[config.mk]
export PLATFORM = sky130hd
export DESIGN_NAME = decimal_field_formatter
export DESIGN_NICKNAME = d
export VERILOG_FILES = /design/src/dfmt_pkg.sv /design/src/dfmt_pipe.sv /design/src/dfmt_ser.sv /design/src/decimal_field_formatter.sv
export SDC_FILE = /design/constraint.sdc
export NUM_CORES = 1
export LEC_CHECK = 0
export BUFFER_PORTS_ARGS = -buffer_cell sky130_fd_sc_hd__buf_2
export CAP_MARGIN = 10
export CORE_MARGIN = 2
export CORE_UTILIZATION = 61
export CTS_CLUSTER_DIAMETER = 120
export CTS_CLUSTER_SIZE = 20
export DETAILED_ROUTE_END_ITERATION = 12
export PLACE_DENSITY_LB_ADDON = 0.2
export SETUP_SLACK_MARGIN = 0.15
export SLEW_MARGIN = 30
export SYNTH_ARGS = -nofsm -noshare
export SYNTH_HDL_FRONTEND = slang
export SYNTH_SLANG_ARGS = --single-unit
[constraint.sdc]
create_clock -name i_clk -period 7.2 [get_ports i_clk]
set_input_delay 1.08 -clock i_clk [delete_from_list [all_inputs] [get_ports i_clk]]
set_output_delay 1.08 -clock i_clk [all_outputs]
set_load 0.1 [all_outputs]
[src/dfmt_pkg.sv]
`default_nettype none

package dfmt_pkg;

    // fixed geometry of the number field
    localparam int NUM_DIGITS      = 6;
    localparam int VALUE_W         = 20;
    localparam int BCD_W           = 4 * NUM_DIGITS;
    localparam int DD_STAGES       = 4;
    localparam int DD_BITS_PER_STG = VALUE_W / DD_STAGES;
    localparam int MAX_ITEMS       = 8;
    localparam int GLYPH_WIDTH_DEF = 8;

    localparam logic [VALUE_W-1:0] TOP_VALUE  = 20'd999999;
    localparam logic [7:0]         DIGIT_BASE = 8'h30;
    localparam logic [7:0]         COMMA_CODE = 8'h2C;
    localparam logic [2:0]         COMMA_MAX  = 3'd5;

    // configuration port
    localparam int ADDR_W = 4;
    localparam int DATA_W = 32;
    localparam logic [1:0] REG_ROW_POSITION = 2'd0;
    localparam logic [1:0] REG_TEXT_COLOUR  = 2'd1;
    localparam logic [1:0] REG_BACK_COLOUR  = 2'd2;
    localparam logic [1:0] REG_PANEL_SELECT = 2'd3;

    typedef struct packed {
        logic [19:0] number_value;
        logic [2:0]  comma_place;
        logic [7:0]  pad_char;
        logic [3:0]  field_width;
        logic [7:0]  start_x;
        logic [2:0]  scale_minus_one;
    } t_in_item;

    typedef struct packed {
        logic [7:0] char_code;
        logic [7:0] char_x;
        logic       last_char;
        logic       overflow;
    } t_out_item;

    // fields riding along the conversion stages
    typedef struct packed {
        logic [2:0] comma;
        logic [7:0] pad;
        logic [3:0] width;
        logic [7:0] x;
        logic [2:0] scale;
        logic       ovf;
    } t_side;

    // double-dabble working pair
    typedef struct packed {
        logic [BCD_W-1:0]   bcd;
        logic [VALUE_W-1:0] bin;
    } t_dd;

    // everything the serializer needs for one number
    typedef struct packed {
        logic [BCD_W-1:0] bcd;
        logic [2:0]       ndig;
        logic [3:0]       npad;
        logic [2:0]       comma;
        logic [7:0]       pad;
        logic [7:0]       x;
        logic [7:0]       step;
        logic [5:0]       cstep;
        logic             ovf;
    } t_plan;

    // one pipeline stage worth of shift-add-3 steps
    function automatic t_dd dd_steps(input t_dd a);
        t_dd r;
        r = a;
        for (int s = 0; s < DD_BITS_PER_STG; s++) begin
            for (int n = 0; n < NUM_DIGITS; n++) begin
                if (r.bcd[n*4 +: 4] >= 4'd5) begin
                    r.bcd[n*4 +: 4] = r.bcd[n*4 +: 4] + 4'd3;
                end
            end
            r.bcd = {r.bcd[BCD_W-2:0], r.bin[VALUE_W-1]};
            r.bin = {r.bin[VALUE_W-2:0], 1'b0};
        end
        return r;
    endfunction

endpackage

`default_nettype wire

[src/dfmt_pipe.sv]
`default_nettype none

module dfmt_pipe #(
    parameter int GLYPH_WIDTH = dfmt_pkg::GLYPH_WIDTH_DEF
) (
    input  logic               i_clk,
    input  logic               i_rst_n,
    input  logic               i_valid,
    output logic               o_stall,
    input  dfmt_pkg::t_in_item i_item,
    output logic               o_plan_valid,
    input  logic               i_plan_ready,
    output dfmt_pkg::t_plan    o_plan
);
    import dfmt_pkg::*;

    // stage 0 captures, stages 1..DD_STAGES convert, then the plan stage
    localparam int NSTG = DD_STAGES + 1;

    logic [NSTG-1:0] r_v;
    t_dd             r_dd   [NSTG];
    t_side           r_side [NSTG];
    logic            r_pv;
    t_plan           r_plan;

    logic [NSTG-1:0] rdy;
    logic            p_rdy;
    t_dd             n_dd0;
    t_side           n_side0;
    t_plan           n_plan;

    always_comb begin
        p_rdy = !r_pv || i_plan_ready;
        rdy[NSTG-1] = !r_v[NSTG-1] || p_rdy;
        for (int k = NSTG - 2; k >= 0; k--) begin
            rdy[k] = !r_v[k] || rdy[k+1];
        end
    end

    assign o_stall = !rdy[0];

    // saturate and clamp on the way in
    always_comb begin
        n_side0.ovf   = (i_item.number_value > TOP_VALUE);
        n_side0.comma = (i_item.comma_place > COMMA_MAX) ? 3'd0 : i_item.comma_place;
        n_side0.pad   = i_item.pad_char;
        n_side0.width = i_item.field_width;
        n_side0.x     = i_item.start_x;
        n_side0.scale = i_item.scale_minus_one;
        n_dd0.bcd     = '0;
        n_dd0.bin     = n_side0.ovf ? TOP_VALUE : i_item.number_value;
    end

    // digit count, pad count and advances
    always_comb begin
        logic [2:0] top;
        logic [2:0] forced;
        logic [2:0] ndig;
        logic [3:0] npad;
        logic [3:0] room;
        logic       hc;
        top = 3'd1;
        for (int i = 0; i < NUM_DIGITS; i++) begin
            if (r_dd[NSTG-1].bcd[i*4 +: 4] != 4'd0) begin
                top = 3'(i + 1);
            end
        end
        hc     = (r_side[NSTG-1].comma != 3'd0);
        forced = hc ? (r_side[NSTG-1].comma + 3'd1) : 3'd1;
        ndig   = (top > forced) ? top : forced;
        if (ndig == 3'(NUM_DIGITS)) begin
            npad = 4'd0;
        end else if (ndig == 3'(NUM_DIGITS - 1)) begin
            npad = (r_side[NSTG-1].width == 4'(NUM_DIGITS)) ? 4'd1 : 4'd0;
        end else if (r_side[NSTG-1].width > {1'b0, ndig}) begin
            npad = r_side[NSTG-1].width - {1'b0, ndig};
        end else begin
            npad = 4'd0;
        end
        room = 4'(MAX_ITEMS) - {1'b0, ndig} - {3'd0, hc};
        if (npad > room) begin
            npad = room;
        end
        n_plan.bcd   = r_dd[NSTG-1].bcd;
        n_plan.ndig  = ndig;
        n_plan.npad  = npad;
        n_plan.comma = r_side[NSTG-1].comma;
        n_plan.pad   = r_side[NSTG-1].pad;
        n_plan.x     = r_side[NSTG-1].x;
        n_plan.step  = 8'(GLYPH_WIDTH * (int'(r_side[NSTG-1].scale) + 1));
        n_plan.cstep = {4'({1'b0, r_side[NSTG-1].scale} + 4'd1), 2'b00};
        n_plan.ovf   = r_side[NSTG-1].ovf;
    end

    always_ff @(posedge i_clk) begin
        if (!i_rst_n) begin
            r_v  <= '0;
            r_pv <= 1'b0;
        end else begin
            if (rdy[0]) begin
                r_v[0] <= i_valid;
            end
            for (int k = 1; k < NSTG; k++) begin
                if (rdy[k]) begin
                    r_v[k] <= r_v[k-1];
                end
            end
            if (p_rdy) begin
                r_pv <= r_v[NSTG-1];
            end
        end
    end

    always_ff @(posedge i_clk) begin
        if (rdy[0]) begin
            r_dd[0]   <= n_dd0;
            r_side[0] <= n_side0;
        end
        for (int k = 1; k < NSTG; k++) begin
            if (rdy[k]) begin
                r_dd[k]   <= dd_steps(r_dd[k-1]);
                r_side[k] <= r_side[k-1];
            end
        end
        if (p_rdy) begin
            r_plan <= n_plan;
        end
    end

    assign o_plan_valid = r_pv;
    assign o_plan       = r_plan;

    a_ovf_all_nines: assert property (@(posedge i_clk) disable iff (!i_rst_n)
        r_pv && r_plan.ovf |-> r_plan.bcd == 24'h999999)
        else $error("saturated number did not convert to all nines");

    a_item_budget: assert property (@(posedge i_clk) disable iff (!i_rst_n)
        r_pv |-> r_plan.ndig != 3'd0 && r_plan.ndig <= 3'(NUM_DIGITS)
              && (r_plan.npad + 4'(r_plan.ndig) + 4'(r_plan.comma != 3'd0))
                 <= 4'(MAX_ITEMS))
        else $error("plan exceeds character budget");

    a_plan_held: assert property (@(posedge i_clk) disable iff (!i_rst_n)
        r_pv && !i_plan_ready |=> r_pv && $stable(r_plan))
        else $error("waiting plan changed or dropped");

endmodule

`default_nettype wire

[src/dfmt_ser.sv]
`default_nettype none

module dfmt_ser (
    input  logic                i_clk,
    input  logic                i_rst_n,
    input  logic                i_plan_valid,
    output logic                o_plan_ready,
    input  dfmt_pkg::t_plan     i_plan,
    output logic                o_valid,
    input  logic                i_stall,
    output dfmt_pkg::t_out_item o_item
);
    import dfmt_pkg::*;

    logic             r_busy;
    logic [2:0]       r_idx;
    logic [3:0]       r_npad;
    logic             r_cpend;
    logic [BCD_W-1:0] r_bcd;
    logic [2:0]       r_comma;
    logic [7:0]       r_pad;
    logic [7:0]       r_x;
    logic [7:0]       r_step;
    logic [5:0]       r_cstep;
    logic             r_ovf;
    logic             r_ov;
    t_out_item        r_o;

    logic       out_free;
    logic       emit;
    logic       load;
    logic [2:0] didx;
    logic [3:0] digit;
    t_out_item  cur;
    logic [7:0] adv;

    assign out_free = !r_ov || !i_stall;
    assign emit     = r_busy && out_free;
    assign didx     = r_idx - 3'd1;
    assign digit    = r_bcd[{didx, 2'b00} +: 4];

    // current character: pads first, then digits with the comma slotted in
    always_comb begin
        cur.char_x   = r_x;
        cur.overflow = r_ovf;
        if (r_npad != 4'd0) begin
            cur.char_code = r_pad;
            cur.last_char = 1'b0;
            adv           = r_step;
        end else if (r_cpend) begin
            cur.char_code = COMMA_CODE;
            cur.last_char = 1'b0;
            adv           = {2'b00, r_cstep};
        end else begin
            cur.char_code = DIGIT_BASE + {4'd0, digit};
            cur.last_char = (r_idx == 3'd1);
            adv           = r_step;
        end
    end

    assign load         = i_plan_valid && (!r_busy || (emit && cur.last_char));
    assign o_plan_ready = !r_busy || (emit && cur.last_char);

    always_ff @(posedge i_clk) begin
        if (!i_rst_n) begin
            r_busy  <= 1'b0;
            r_idx   <= 3'd0;
            r_npad  <= 4'd0;
            r_cpend <= 1'b0;
            r_ov    <= 1'b0;
        end else begin
            if (out_free) begin
                r_ov <= emit;
            end
            if (load) begin
                r_busy  <= 1'b1;
                r_idx   <= i_plan.ndig;
                r_npad  <= i_plan.npad;
                r_cpend <= 1'b0;
            end else if (emit) begin
                if (r_npad != 4'd0) begin
                    r_npad <= r_npad - 4'd1;
                end else if (r_cpend) begin
                    r_cpend <= 1'b0;
                end else begin
                    r_idx   <= didx;
                    r_cpend <= (r_comma != 3'd0) && (didx == r_comma);
                    r_busy  <= !cur.last_char;
                end
            end
        end
    end

    always_ff @(posedge i_clk) begin
        if (load) begin
            r_bcd   <= i_plan.bcd;
            r_comma <= i_plan.comma;
            r_pad   <= i_plan.pad;
            r_x     <= i_plan.x;
            r_step  <= i_plan.step;
            r_cstep <= i_plan.cstep;
            r_ovf   <= i_plan.ovf;
        end else if (emit) begin
            r_x <= r_x + adv;
        end
        if (emit) begin
            r_o <= cur;
        end
    end

    assign o_valid = r_ov;
    assign o_item  = r_o;

    a_comma_after_pads: assert property (@(posedge i_clk) disable iff (!i_rst_n)
        r_cpend |-> r_npad == 4'd0)
        else $error("comma pending while pads remain");

    a_busy_has_digit: assert property (@(posedge i_clk) disable iff (!i_rst_n)
        r_busy |-> r_idx != 3'd0)
        else $error("serializer busy with no digit left");

    a_last_is_digit: assert property (@(posedge i_clk) disable iff (!i_rst_n)
        r_ov && r_o.last_char |->
            r_o.char_code >= DIGIT_BASE && r_o.char_code <= DIGIT_BASE + 8'd9)
        else $error("final character of a number is not a digit");

endmodule

`default_nettype wire

[src/decimal_field_formatter.sv]
`default_nettype none

// decimal field formatter: turns one number into up to eight character
// transfers for a glyph drawer (pads, digits, optional comma, with x)
//
// input channel: i_in_valid / o_in_stall / i_in_data, one number per transfer
// output channel: o_out_valid / i_out_stall / o_out_data, one character per
//   transfer; last_char marks the final digit, overflow marks every character
//   of a number above 999999 that was shown as 999999
// config: apb-style port, row_position at 0x0, text_colour at 0x4,
//   back_colour at 0x8, panel_select at 0xc; pready is always high
//
// path: a number passes capture, four double-dabble stages of 5 bits each,
//   plan and serializer before its first character is valid
// throughput: the serializer sends one character per cycle while the output
//   is not stalled, and a number takes 1 to 8 characters (pads + digits +
//   comma); numbers follow each other with no gap, and the input takes a
//   number every cycle while the six-stage front pipeline has room
// reset: synchronous active low, empties every stage and sets the registers
//   to row 0, text 0xffff, back 0, panel 1
// stall: i_out_stall holds the output register; the serializer then waits,
//   the front pipeline fills up and o_in_stall rises; nothing is dropped
module decimal_field_formatter #(
    parameter int GLYPH_WIDTH = dfmt_pkg::GLYPH_WIDTH_DEF
) (
    input  logic                          i_clk,
    input  logic                          i_rst_n,
    // number in
    input  logic                          i_in_valid,
    output logic                          o_in_stall,
    input  dfmt_pkg::t_in_item            i_in_data,
    // characters out
    output logic                          o_out_valid,
    input  logic                          i_out_stall,
    output dfmt_pkg::t_out_item           o_out_data,
    // register port
    input  logic                          psel,
    input  logic                          penable,
    input  logic                          pwrite,
    input  logic [dfmt_pkg::ADDR_W-1:0]   paddr,
    input  logic [dfmt_pkg::DATA_W-1:0]   pwdata,
    output logic [dfmt_pkg::DATA_W-1:0]   prdata,
    output logic                          pready
);
    import dfmt_pkg::*;

    // settings for the glyph drawer, held here
    logic [7:0]  r_row_position;
    logic [15:0] r_text_colour;
    logic [15:0] r_back_colour;
    logic [1:0]  r_panel_select;

    logic [1:0] reg_idx;
    logic       wr_en;

    // link between conversion pipeline and serializer
    logic  plan_valid;
    logic  plan_ready;
    t_plan plan;

    assign reg_idx = paddr[ADDR_W-1:2];
    assign wr_en   = psel && penable && pwrite;
    assign pready  = 1'b1;

    always_ff @(posedge i_clk) begin
        if (!i_rst_n) begin
            r_row_position <= 8'd0;
            r_text_colour  <= 16'hFFFF;
            r_back_colour  <= 16'd0;
            r_panel_select <= 2'd1;
        end else if (wr_en) begin
            case (reg_idx)
                REG_ROW_POSITION: r_row_position <= pwdata[7:0];
                REG_TEXT_COLOUR:  r_text_colour  <= pwdata[15:0];
                REG_BACK_COLOUR:  r_back_colour  <= pwdata[15:0];
                REG_PANEL_SELECT: r_panel_select <= pwdata[1:0];
                default: ;
            endcase
        end
    end

    // register readback
    always_comb begin
        case (reg_idx)
            REG_ROW_POSITION: prdata = {24'd0, r_row_position};
            REG_TEXT_COLOUR:  prdata = {16'd0, r_text_colour};
            REG_BACK_COLOUR:  prdata = {16'd0, r_back_colour};
            REG_PANEL_SELECT: prdata = {30'd0, r_panel_select};
            default:          prdata = '0;
        endcase
    end

    // saturate, binary to bcd, then digit/pad counts
    dfmt_pipe #(
        .GLYPH_WIDTH (GLYPH_WIDTH)
    ) u_pipe (
        .i_clk        (i_clk),
        .i_rst_n      (i_rst_n),
        .i_valid      (i_in_valid),
        .o_stall      (o_in_stall),
        .i_item       (i_in_data),
        .o_plan_valid (plan_valid),
        .i_plan_ready (plan_ready),
        .o_plan       (plan)
    );

    // one character per cycle into the output register while the output is not stalled
    dfmt_ser u_ser (
        .i_clk        (i_clk),
        .i_rst_n      (i_rst_n),
        .i_plan_valid (plan_valid),
        .o_plan_ready (plan_ready),
        .i_plan       (plan),
        .o_valid      (o_out_valid),
        .i_stall      (i_out_stall),
        .o_item       (o_out_data)
    );

endmodule

`default_nettype wire
==> impl_metrics.csv, run 1 <==
group,metric,value,unit
logic_synthesis,synth_adder_area_share,8.31,%
clocking,cts_buffers,25,
clocking,post_cts_buffers,0,
logic_synthesis,netlist_top_cells_area,"edfxtp_1 (50%), ha_1 (8.1%), dfxtp_1 (5.2%)",
logic_synthesis,synth_compound_area_share,11.5,%
logic_synthesis,synth_area,22200,sq um
worst_hold_path,hold_path_end,"u_ser.r_comma[0]$_DFFE_PP_",
clocking,ctsResizeCount,0,
global_route,track_usage,19.7,%
worst_setup_path,regToRegStartpoint,"u_pipe.r_dd[0][168]$_DFFE_PP_",
clocking,clock_sinks,426,
routing,viasPerCell,5.65,
place,place.port_buffers,106,
logic_synthesis,synthXorXnorAreaFrac,2.40,%
worst_hold_path,holdPathStages,0,
sta,finalSetupTns,0,ns
logic_synthesis,synthCells,1836,
global_route,grt_pass1_wl,62100,microns
logic_synthesis,ys_seq_area_share,55.1,%
clocking,cts_root_buffer,"clkbuf_16",
clocking,clk-insertion-delay-late,0.56,ns
run,max-cap-violations,0,
floorplanning,die_h,195,microns
global_route,grt_max_degree,66,
sta,max_freq,0.160,GHz
worst_setup_path,worstRegToRegCells,27,
worst_setup_path,crit_family,"simple AND/OR/NAND/NOR gates",
logic_synthesis,synth_top_cell_by_area,"edfxtp_1",
place,finalWeightedCongestion,0.821,
logic_synthesis,ys_warn_count,0,
sta,setup_viol,0,
routing,final_antenna_net_count,0,
sta,period_minus_slack,6.24,ns
floorplanning,core_area,35700,sq um
clocking,cts_hold_buf,0,
floorplanning,initial_core_util,62.2,%
global_route,antenna_found_initial,0,
place,detailedPlace.worstSlack,0.986,ns
routing,vias,13600,
worst_setup_path,crit_path_max_incr_delay,0.44,ns
routing,firstDrtPassIters,5,
sta,tightest_slew,0.948,ns
floorplanning,rows,69,
logic_synthesis,ys_ff_latch,426,
logic_synthesis,synth_top_family_by_area,"simple AND/OR/NAND/NOR gates",
cells_and_area,fin_nets,2171,
sta,fin_skew,0.0218,ns
cells_and_area,syn2layout_area_growth,7.52,%
worst_setup_path,cp.arrival,6.52,ns
sta,finalMaxSlewViolations,0,
logic_synthesis,ys_types,100,
worst_setup_path,r2r_end,"u_pipe.r_dd[0][214]$_DFFE_PP_",
routing,wl_per_cell,15.5,microns
sta,maxSlewHeadroom,36.8,%
clocking,clk_pin_slew,0.09,ns
cells_and_area,fillers,2553,
cells_and_area,mostFrequentLayoutCell,"edfxtp_1",
cells_and_area,drive_gt1_share,12.9,%
worst_hold_path,min_from,"u_pipe.o_plan[31]$_DFFE_PP_",
cells_and_area,final_cell_mix,"edfxtp_1 (368), nand2_1 (148), inv_1 (147)",
cells_and_area,diodes,0,
sta,finalCritPeriodShare,86.7,%
logic_synthesis,synthArstFlopShare,0,%
sta,rsz0062_at_grt,"false",
logic_synthesis,muxShareOfSynthArea,7.10,%
worst_setup_path,worstSetupStartpointType,"register",
worst_setup_path,rrSetupSlack,0.96,ns
routing,wl,37400,microns
floorplanning,die_area,37900,sq um
worst_setup_path,cpMostUsedCell,"ha_1",
clocking,cts_tree,"done",
place,dp_hpwl,26800,microns
logic_synthesis,synth_top_cell_area_share,49.8,%
outcome,status,"completed",
sta,timing_hold_violations_final,0,
worst_setup_path,required,7.48,ns
routing,drc_errors,0,
global_route,grt_pass1_vias,13500,
logic_synthesis,synth_edf_count,368,
routing,detail_route.iter0.violations,682,
floorplanning,die_x,195,microns
logic_synthesis,syn_area_per_cell,12.1,sq um
global_route,gr-total-overflow,0,
logic_synthesis,synth-simple-area-share,11.7,%
clocking,cts_max_path_buffers,3,
logic_synthesis,synth_flop_cell,"edfxtp_1",
clocking,htree_levels,1,
worst_setup_path,crit_buf_inv,3,
worst_setup_path,path_max_fanout,5,
worst_setup_path,critPathKind,"register to register",
worst_setup_path,worst_setup_path_end_kind,"register",
sta,finalWorstSetupSlack,0.960,ns
floorplanning,ioPinCount,142,
worst_setup_path,crit_slowest_cell,"edfxtp_1",
worst_hold_path,hold_class,"register to register",
routing by layer:
layer,track usage [%],wire length (microns)
met2,36.8,19600
met5,0,0
met3,2.33,1270
met1,23.5,15400
met4,6.30,1070
worst max-delay path by stage:
| stage | start | end | slack (ns) | cells past startpoint |
|---|---|---|---|---|
| 2_1_floorplan | u_pipe.r_dd[0][168]$_DFFE_PP_ | u_pipe.r_dd[0][214]$_DFFE_PP_ | 1.67 | 27 |
| 3_3_place_gp | u_pipe.r_dd[0][168]$_DFFE_PP_ | u_pipe.r_dd[0][214]$_DFFE_PP_ | 1.19 | 27 |
| 3_5_place_dp | u_pipe.r_dd[0][168]$_DFFE_PP_ | u_pipe.r_dd[0][214]$_DFFE_PP_ | 0.99 | 27 |
| 4_1_cts | u_pipe.r_dd[0][168]$_DFFE_PP_ | u_pipe.r_dd[0][214]$_DFFE_PP_ | 0.97 | 27 |
| 5_1_grt | u_pipe.r_dd[0][168]$_DFFE_PP_ | u_pipe.r_dd[0][214]$_DFFE_PP_ | 0.35 | 27 |
| 6_report | u_pipe.r_dd[0][168]$_DFFE_PP_ | u_pipe.r_dd[0][214]$_DFFE_PP_ | 0.96 | 27 |
per-stage QoR:
stage / utilization, % / hold slack (ns) / instances / instance area, sq um
after floorplan: - / 0.400 / 1851 / 22200
after global placement: 64.8 / 0.400 / 2370 / 23100
after detailed placement: 64.8 / 0.405 / 2370 / 23100
after CTS: 66.9 / 0.414 / 2415 / 23800
after global routing: 66.9 / 0.422 / 2415 / 23800
final: 66.9 / 0.414 / 2415 / 23800
area by class of cell:
| class | count | area, sq um | share of cell area (%) |
|---|---|---|---|
| sequential | 426 | 12200 | 51.2 |
| clock inverter | 3 | 37.5 | 0.157 |
| multi-input combinational | 1220 | 9180 | 38.5 |
| inverter | 151 | 569 | 2.39 |
| timing repair buffer | 112 | 576 | 2.41 |
| clock buffer | 42 | 689 | 2.89 |
| tap | 461 | 577 | 2.42 |
Yosys cell counts, drive strengths merged (12+ instances only):
cell	count
ha	144
nor3	18
a21o	23
xnor2	43
a211oi	21
and3	13
dfxtp	58
buf	23
a22o	12
mux2i	88
nand2b	59
edfxtp	368
xor2	16
and2	34
nand3	34
o21a	21
a31oi	12
inv	151
a21boi	23
nor2	84
clkbuf	31
a21oi	67
o21ai	67
nand2	149
mux2	46
o211ai	13
o22ai	13
nor3b	12
nor2b	47
registers in the layout, summed over array words and instances (netlist names), 16 cells and up:
register / count
r_back_colour: 16
u_ser.o_item: 18
u_ser.r_bcd: 24
u_pipe.r_dd: 112
r_text_colour: 16
u_pipe.r_side: 135
u_pipe.o_plan: 55
kinds of logic (layout without fill, tap and decap cells):
group | after synthesis | in the layout
mux | 140 | 140
xor+xnor | 59 | 59
flops | 426 | 426
fa+ha+maj | 146 | 146
buf+inv | 205 | 308
compound gates | 350 | 350
simple gates | 508 | 508
other cells | 2 | 17
worst register-to-register path, stage by stage, from the launching register on:
cell	delay [ns]
edfxtp_1	0.44
inv_1	0.09
ha_1	0.14
inv_1	0.04
ha_1	0.22
a21o_1	0.20
xnor2_1	0.36
ha_1	0.27
nor2b_1	0.20
a211oi_1	0.11
or2_2	0.31
xor2_1	0.29
ha_1	0.24
nor2b_1	0.22
nor4_1	0.09
a211oi_1	0.41
xnor2_1	0.25
inv_1	0.11
ha_1	0.26
nor2b_1	0.15
o21bai_1	0.25
xnor2_1	0.27
ha_1	0.26
nand2b_1	0.08
nor2b_1	0.13
a32oi_1	0.23
nor2b_1	0.27
mux2i_1	0.10
Power of run 1 is not shown: default switching activity piles up to over one toggle a cycle in this logic, so the estimate is an artifact.
==> run 2: changes to the inputs <==
Settings changed: ABC_AREA from default to 1, CTS_CLUSTER_DIAMETER 120 to default.
==> run 2 against run 1 <==
Critical path depth is 5 lower. Fmax rose by 21%. Count of clock-buffer cells in the layout up 16. Via count grew 10%. Clock skew down 0.0068 ns. Design area rose by 2.1%. Sequential share of layout area decreased by 1.1 points. Die area decreased by 0.50%. Flip-flop and latch count stayed put. Wire length is 2.9% higher. Synthesized area decreased by 0.51%. Worst hold slack improved by 0.00070 ns. Largest cell class unchanged.
==> impl_metrics.csv, run 2 <==
group,metric,value,unit
cells_and_area,final-seq-area,12200,sq um
worst_setup_path,required,6.12,ns
cells_and_area,regMostFlops,"u_pipe.r_side",
logic_synthesis,synth_edf_count,368,
clocking,ctsResizeCount,0,
global_route,antenna_found_initial,0,
logic_synthesis,synth_top_cell_by_area,"edfxtp_1",
cells_and_area,multiInputGateArea,8420,sq um
floorplanning,die_area,37700,sq um
routing,drc_errors,0,
global_route,grt_pass1_vias,14500,
logic_synthesis,synth_top_family_by_area,"simple AND/OR/NAND/NOR gates",
cells_and_area,drive_gt1_share,14.9,%
cells_and_area,largest_reg_flops,135,
clocking,cts_root_buffer,"clkbuf_16",
logic_synthesis,synth_flop_cell,"edfxtp_1",
sta,maxSlewHeadroom,41.6,%
sta,tightest_slew,0.875,ns
clocking,post_cts_buffers,0,
logic_synthesis,ys_ff_latch,426,
logic_synthesis,synthArstFlopShare,0,%
global_route,gr-total-overflow,0,
floorplanning,rows,69,
logic_synthesis,netlist_top_cells_area,"edfxtp_1 (50%), nand2_1 (9.2%), ha_1 (8.2%)",
worst_setup_path,regToRegStartpoint,"u_pipe.r_dd[0][116]$_DFFE_PP_",
logic_synthesis,yosysMostFrequentCell,"nand2_1",
outcome,status,"completed",
logic_synthesis,ys_seq_area_share,55.4,%
routing,firstDrtPassIters,5,
logic_synthesis,synth_compound_area_share,6.42,%
cells_and_area,syn2layout_area_growth,10.4,%
sta,rsz0062_at_grt,"false",
routing,detail_route.iter0.violations,760,
routing,wl,38500,microns
routing,viasPerCell,5.19,
worst_setup_path,worstRegToRegCells,37,
sta,max_freq,0.193,GHz
global_route,grt_pass1_wl,64800,microns
clocking,htree_levels,2,
worst_hold_path,hold_class,"register to register",
clocking,cts_buffers,42,
clocking,cts_hold_buf,0,
place,finalWeightedCongestion,0.813,
worst_setup_path,worst_setup_path_end_kind,"output port",
clocking,clk-insertion-delay-late,0.55,ns
sta,setup_viol,0,
logic_synthesis,muxShareOfSynthArea,0.0907,%
place,dp_hpwl,27700,microns
logic_synthesis,synthCells,2269,
routing,wl_per_cell,13.3,microns
worst_setup_path,worstSetupStartpointType,"register",
logic_synthesis,ys_warn_count,0,
place,place.port_buffers,106,
floorplanning,die_x,194,microns
clocking,cts_max_path_buffers,3,
global_route,grt_max_degree,61,
cells_and_area,final_cell_mix,"nand2_1 (538), edfxtp_1 (368), inv_1 (314)",
clocking,cts_tree,"done",
worst_hold_path,hold_path_end,"u_pipe.o_plan[44]$_DFFE_PP_",
cells_and_area,fin_nets,2634,
routing,final_antenna_net_count,0,
sta,finalMaxSlewViolations,0,
logic_synthesis,synthXorXnorAreaFrac,1.19,%
worst_setup_path,cp.arrival,4.09,ns
floorplanning,die_h,194,microns
floorplanning,core_area,35600,sq um
floorplanning,ioPinCount,142,
cells_and_area,fillers,2606,
routing,vias,15000,
logic_synthesis,synth-simple-area-share,21.8,%
sta,finalSetupTns,0,ns
clocking,clk_pin_slew,0.06,ns
logic_synthesis,synth_top_cell_area_share,50.1,%
sta,timing_hold_violations_final,0,
clocking,clock_sinks,426,
cells_and_area,diodes,0,
global_route,track_usage,20.6,%
worst_setup_path,critPathKind,"register to output port",
worst_setup_path,path_max_fanout,57,
floorplanning,initial_core_util,62.0,%
worst_setup_path,rrSetupSlack,2.06,ns
sta,finalCritPeriodShare,71.8,%
worst_setup_path,r2r_end,"u_pipe.r_dd[0][166]$_DFFE_PP_",
logic_synthesis,synth_area,22100,sq um
cells_and_area,mostFrequentLayoutCell,"nand2_1",
logic_synthesis,syn_area_per_cell,9.72,sq um
logic_synthesis,synthTopCellsByCount,"nand2_1 (539), edfxtp_1 (368), inv_1 (317), nor2_1 (170), nand3_1 (164)",
logic_synthesis,ys_types,58,
run,max-cap-violations,0,
worst_hold_path,min_from,"u_pipe.r_dd[0][199]$_DFFE_PP_",
worst_hold_path,holdPathStages,0,
sta,fin_skew,0.0150,ns
sta,period_minus_slack,5.17,ns
logic_synthesis,synth_adder_area_share,8.35,%
-- run 2: changes by cell type after synthesis, moves of 27 or more --
| cell | change |
|---|---|
| mux2i_1 | -82 |
| nand2b_1 | -59 |
| a21oi_1 | -27 |
| xnor2_1 | -39 |
| o21ai_0 | +37 |
| nand2_2 | +54 |
| nand3_2 | +34 |
| nor2b_1 | -47 |
| nor2_1 | +86 |
| nand2_1 | +390 |
| inv_1 | +166 |
| mux2_2 | -41 |
| nand3_1 | +130 |
-- run 2: critical path, stage by stage, from the launching register on --
cell	delay [ns]
dfxtp_1	0.31
inv_1	0.09
ha_1	0.17
inv_1	0.05
nor2_2	0.11
nand2_2	0.16
nor2_4	0.16
inv_2	0.09
nor2_2	0.12
nand2_1	0.06
nand2_1	0.08
nor2_1	0.05
inv_2	0.04
buf_4	0.55
nor2_1	0.11
inv_2	0.07
buf_4	0.52
nor2_2	0.15
nand2_2	0.11
nor2_2	0.07
nand2_2	0.07
inv_1	0.05
buf_2	0.29
-- run 2: final cells by class --
class / count / area share [%]
inverter: 342 / 5.30
timing repair buffer: 110 / 2.30
multi-input combinational: 1477 / 34.6
clock inverter: 19 / 0.524
tap: 461 / 2.37
sequential: 426 / 50.2
clock buffer: 58 / 4.77
-- run 2: metrics by stage --
stage | cell area [sq um] | util (%) | hold WS [ns] | setup slack (ns) | std cells
after global routing | 24300 | 68.4 | 0.420 | 1.46 | 2893
after floorplan | 22100 | - | 0.400 | 0.772 | 2284
after global placement | 23000 | 64.8 | 0.401 | 2.30 | 2816
final | 24300 | 68.4 | 0.414 | 2.03 | 2893
after CTS | 24300 | 68.4 | 0.415 | 1.97 | 2893
after detailed placement | 23100 | 64.8 | 0.405 | 2.05 | 2816
-- run 2: logic make-up (layout without fill, tap and decap cells) --
family,count (synthesis),after routing
buffers and inverters,381,529
adders and majority gates,146,146
xor gates and xnor gates,23,23
other,2,17
AOI/OAI and AO/OA,235,235
muxes,2,2
DFF,426,426
and+or+nand+nor,1054,1054
-- run 2: worst max-delay path by stage --
stage,cells after the start,endpoint,startpoint
after floorplan,12,o_in_stall,i_out_stall
after global placement,36,u_pipe.r_dd[0][165]$_DFFE_PP_,u_pipe.r_dd[0][116]$_DFFE_PP_
after detailed placement,37,u_pipe.r_dd[0][166]$_DFFE_PP_,u_pipe.r_dd[0][116]$_DFFE_PP_
after CTS,22,o_in_stall,u_ser.r_npad[0]$_SDFFE_PN0P_
after global routing,37,u_pipe.r_dd[0][166]$_DFFE_PP_,u_pipe.r_dd[0][116]$_DFFE_PP_
final,22,o_in_stall,u_ser.r_npad[0]$_SDFFE_PN0P_
-- run 2: metal layers --
layer / global-route usage [%] / routed length, microns
met2: 38.1 / 20000
met3: 3.39 / 1470
met5: 0 / 0
met1: 24.5 / 16200
met4: 6.03 / 843
Power of run 2 is left out for the same reason.
==> run 3: changes to the inputs <==
Clock period 7.2 ns to 4.9 ns, I/O delays scaled along.
==> run 3 against run 2 <==
Register-to-register slack worse by 1.8 ns. Non-clock buffer count up 68. Wire length up 9.4%. Clock skew up 0.0019 ns. Sequential share of layout area down 2.9 points. Core utilization up 4.2 points. Via count up 4.1%. Worst hold slack worse by 0.053 ns. Die area unchanged. Count of clock-buffer cells in the layout down 4. Critical path type is now register to register. Largest cell class unchanged.
==> impl_metrics.csv, run 3 (synthesized netlist as in run 2, its figures left out) <==
group,metric,value,unit
global_route,antenna_found_initial,0,
cells_and_area,syn2layout_area_growth,17.1,%
sta,finalCritPeriodShare,94.6,%
sta,setup_viol,0,
clocking,clk_pin_slew,0.06,ns
floorplanning,ioPinCount,142,
routing,viasPerCell,5.28,
worst_setup_path,worstSetupStartpointType,"register",
worst_setup_path,critPathKind,"register to register",
cells_and_area,diodes,0,
cells_and_area,fillers,2388,
clocking,cts_hold_buf,0,
sta,tightest_slew,0.895,ns
worst_hold_path,min_from,"i_in_data[1]",
cells_and_area,mostFrequentLayoutCell,"nand2_1",
routing,drc_errors,0,
cells_and_area,fin_nets,2702,
worst_setup_path,rrSetupSlack,0.26,ns
place,dp_hpwl,27900,microns
clocking,clk-insertion-delay-late,0.56,ns
worst_setup_path,path_max_fanout,4,
worst_setup_path,r2r_end,"u_pipe.r_dd[0][166]$_DFFE_PP_",
place,finalWeightedCongestion,0.846,
cells_and_area,largest_reg_flops,135,
global_route,grt_pass1_wl,66000,microns
sta,hold_slack,0.361,ns
clocking,cts_buffers,42,
floorplanning,rows,69,
routing,detail_route.iter0.violations,720,
sta,fin_skew,0.0169,ns
cells_and_area,final_cell_mix,"nand2_1 (469), edfxtp_1 (368), inv_1 (278)",
floorplanning,die_x,194,microns
sta,timing_hold_violations_final,0,
cells_and_area,regMostFlops,"u_pipe.r_side",
sta,finalMaxSlewViolations,0,
outcome,status,"completed",
routing,final_antenna_net_count,0,
floorplanning,die_h,194,microns
worst_setup_path,regToRegStartpoint,"u_pipe.r_dd[0][112]$_DFFE_PP_",
worst_setup_path,crit_slowest_cell,"edfxtp_1",
worst_setup_path,worst_setup_path_end_kind,"register",
clocking,cts_tree,"done",
floorplanning,core_area,35600,sq um
clocking,htree_levels,2,
sta,rsz0062_at_grt,"false",
global_route,grt_max_degree,61,
worst_setup_path,cpMostUsedCell,"nand2_2",
global_route,gr-total-overflow,0,
routing,vias,15600,
global_route,grt_pass1_vias,14600,
sta,period_minus_slack,4.64,ns
routing,wl_per_cell,14.2,microns
global_route,track_usage,21.1,%
worst_setup_path,crit_buf_inv,7,
worst_setup_path,cp.arrival,4.94,ns
clocking,clock_sinks,426,
run,max-cap-violations,0,
worst_setup_path,crit_path_max_incr_delay,0.45,ns
routing,wl,42100,microns
routing,firstDrtPassIters,5,
floorplanning,die_area,37700,sq um
worst_setup_path,worstRegToRegCells,34,
worst_hold_path,holdPathStages,1,
cells_and_area,drive_gt1_share,24.4,%
worst_setup_path,crit_family,"simple AND/OR/NAND/NOR gates",
clocking,cts_max_path_buffers,3,
place,place.port_buffers,106,
worst_hold_path,hold_class,"input pin to register",
worst_setup_path,required,5.20,ns
floorplanning,initial_core_util,62.0,%
worst_hold_path,hold_path_end,"u_pipe.r_side[0][2]$_DFFE_PN_",
clocking,cts_root_buffer,"clkbuf_16",
sta,max_freq,0.216,GHz
sta,maxSlewHeadroom,40.3,%
==> run 3: what timing repair did <==
action                                  CTS  global route
buffers inserted                          7            55
endpoints found under the setup margin   21            50
endpoints found under the hold margin     0             0
gates resized for setup                  34           211
pin swaps                                 6            75
==> run 3: how the worst max path moves through the flow <==
stage                                   from                             to  slack [ns]  cells after the start
3_3_place_gp   u_pipe.r_dd[0][116]$_DFFE_PP_  u_pipe.r_dd[0][165]$_DFFE_PP_        0.12                     35
6_report       u_pipe.r_dd[0][112]$_DFFE_PP_  u_pipe.r_dd[0][166]$_DFFE_PP_        0.26                     34
3_5_place_dp   u_pipe.r_dd[0][116]$_DFFE_PP_  u_pipe.r_dd[0][165]$_DFFE_PP_       -0.16                     36
4_1_cts        u_pipe.r_dd[0][112]$_DFFE_PP_  u_pipe.r_dd[0][165]$_DFFE_PP_        0.15                     33
2_1_floorplan  u_pipe.r_dd[0][116]$_DFFE_PP_  u_pipe.r_dd[0][165]$_DFFE_PP_        0.36                     36
5_1_grt        u_pipe.r_dd[0][112]$_DFFE_PP_  u_pipe.r_dd[0][166]$_DFFE_PP_        0.02                     34
==> run 3: per-layer routing <==
metal | part of all wire, % | up-vias | global-route usage (%)
met3 | 4.5 | 102 | 3.58
met5 | 0 | - | 0
li1 | - | 7898 | -
met1 | 40 | 7233 | 24.8
met4 | 2.9 | 0 | 6.93
met2 | 53 | 391 | 39.0
==> run 3: layout make-up <==
cell class	instances	area, sq um	share of cell area [%]
clock buffers	54	1140	4.40
clock inverters	23	198	0.765
inverters	342	1300	5.02
multi-input cells	1477	9300	36.0
flip-flops and latches	426	12200	47.3
well taps	461	577	2.23
repair buffers	178	1120	4.32
==> run 3: through the flow <==
step	instance area, sq um	util (%)	setup TNS (ns)	instances	worst slack [ns]
after floorplan	22100	-	0	2284	0.362
after global placement	23100	65.0	0	2822	0.123
after detailed placement	23100	65.1	-1.20	2822	-0.158
after CTS	24600	69.2	0	2906	0.147
after global routing	25800	72.6	0	2961	0.0239
final	25800	72.6	0	2961	0.265
Power of run 3 is left out for the same reason.
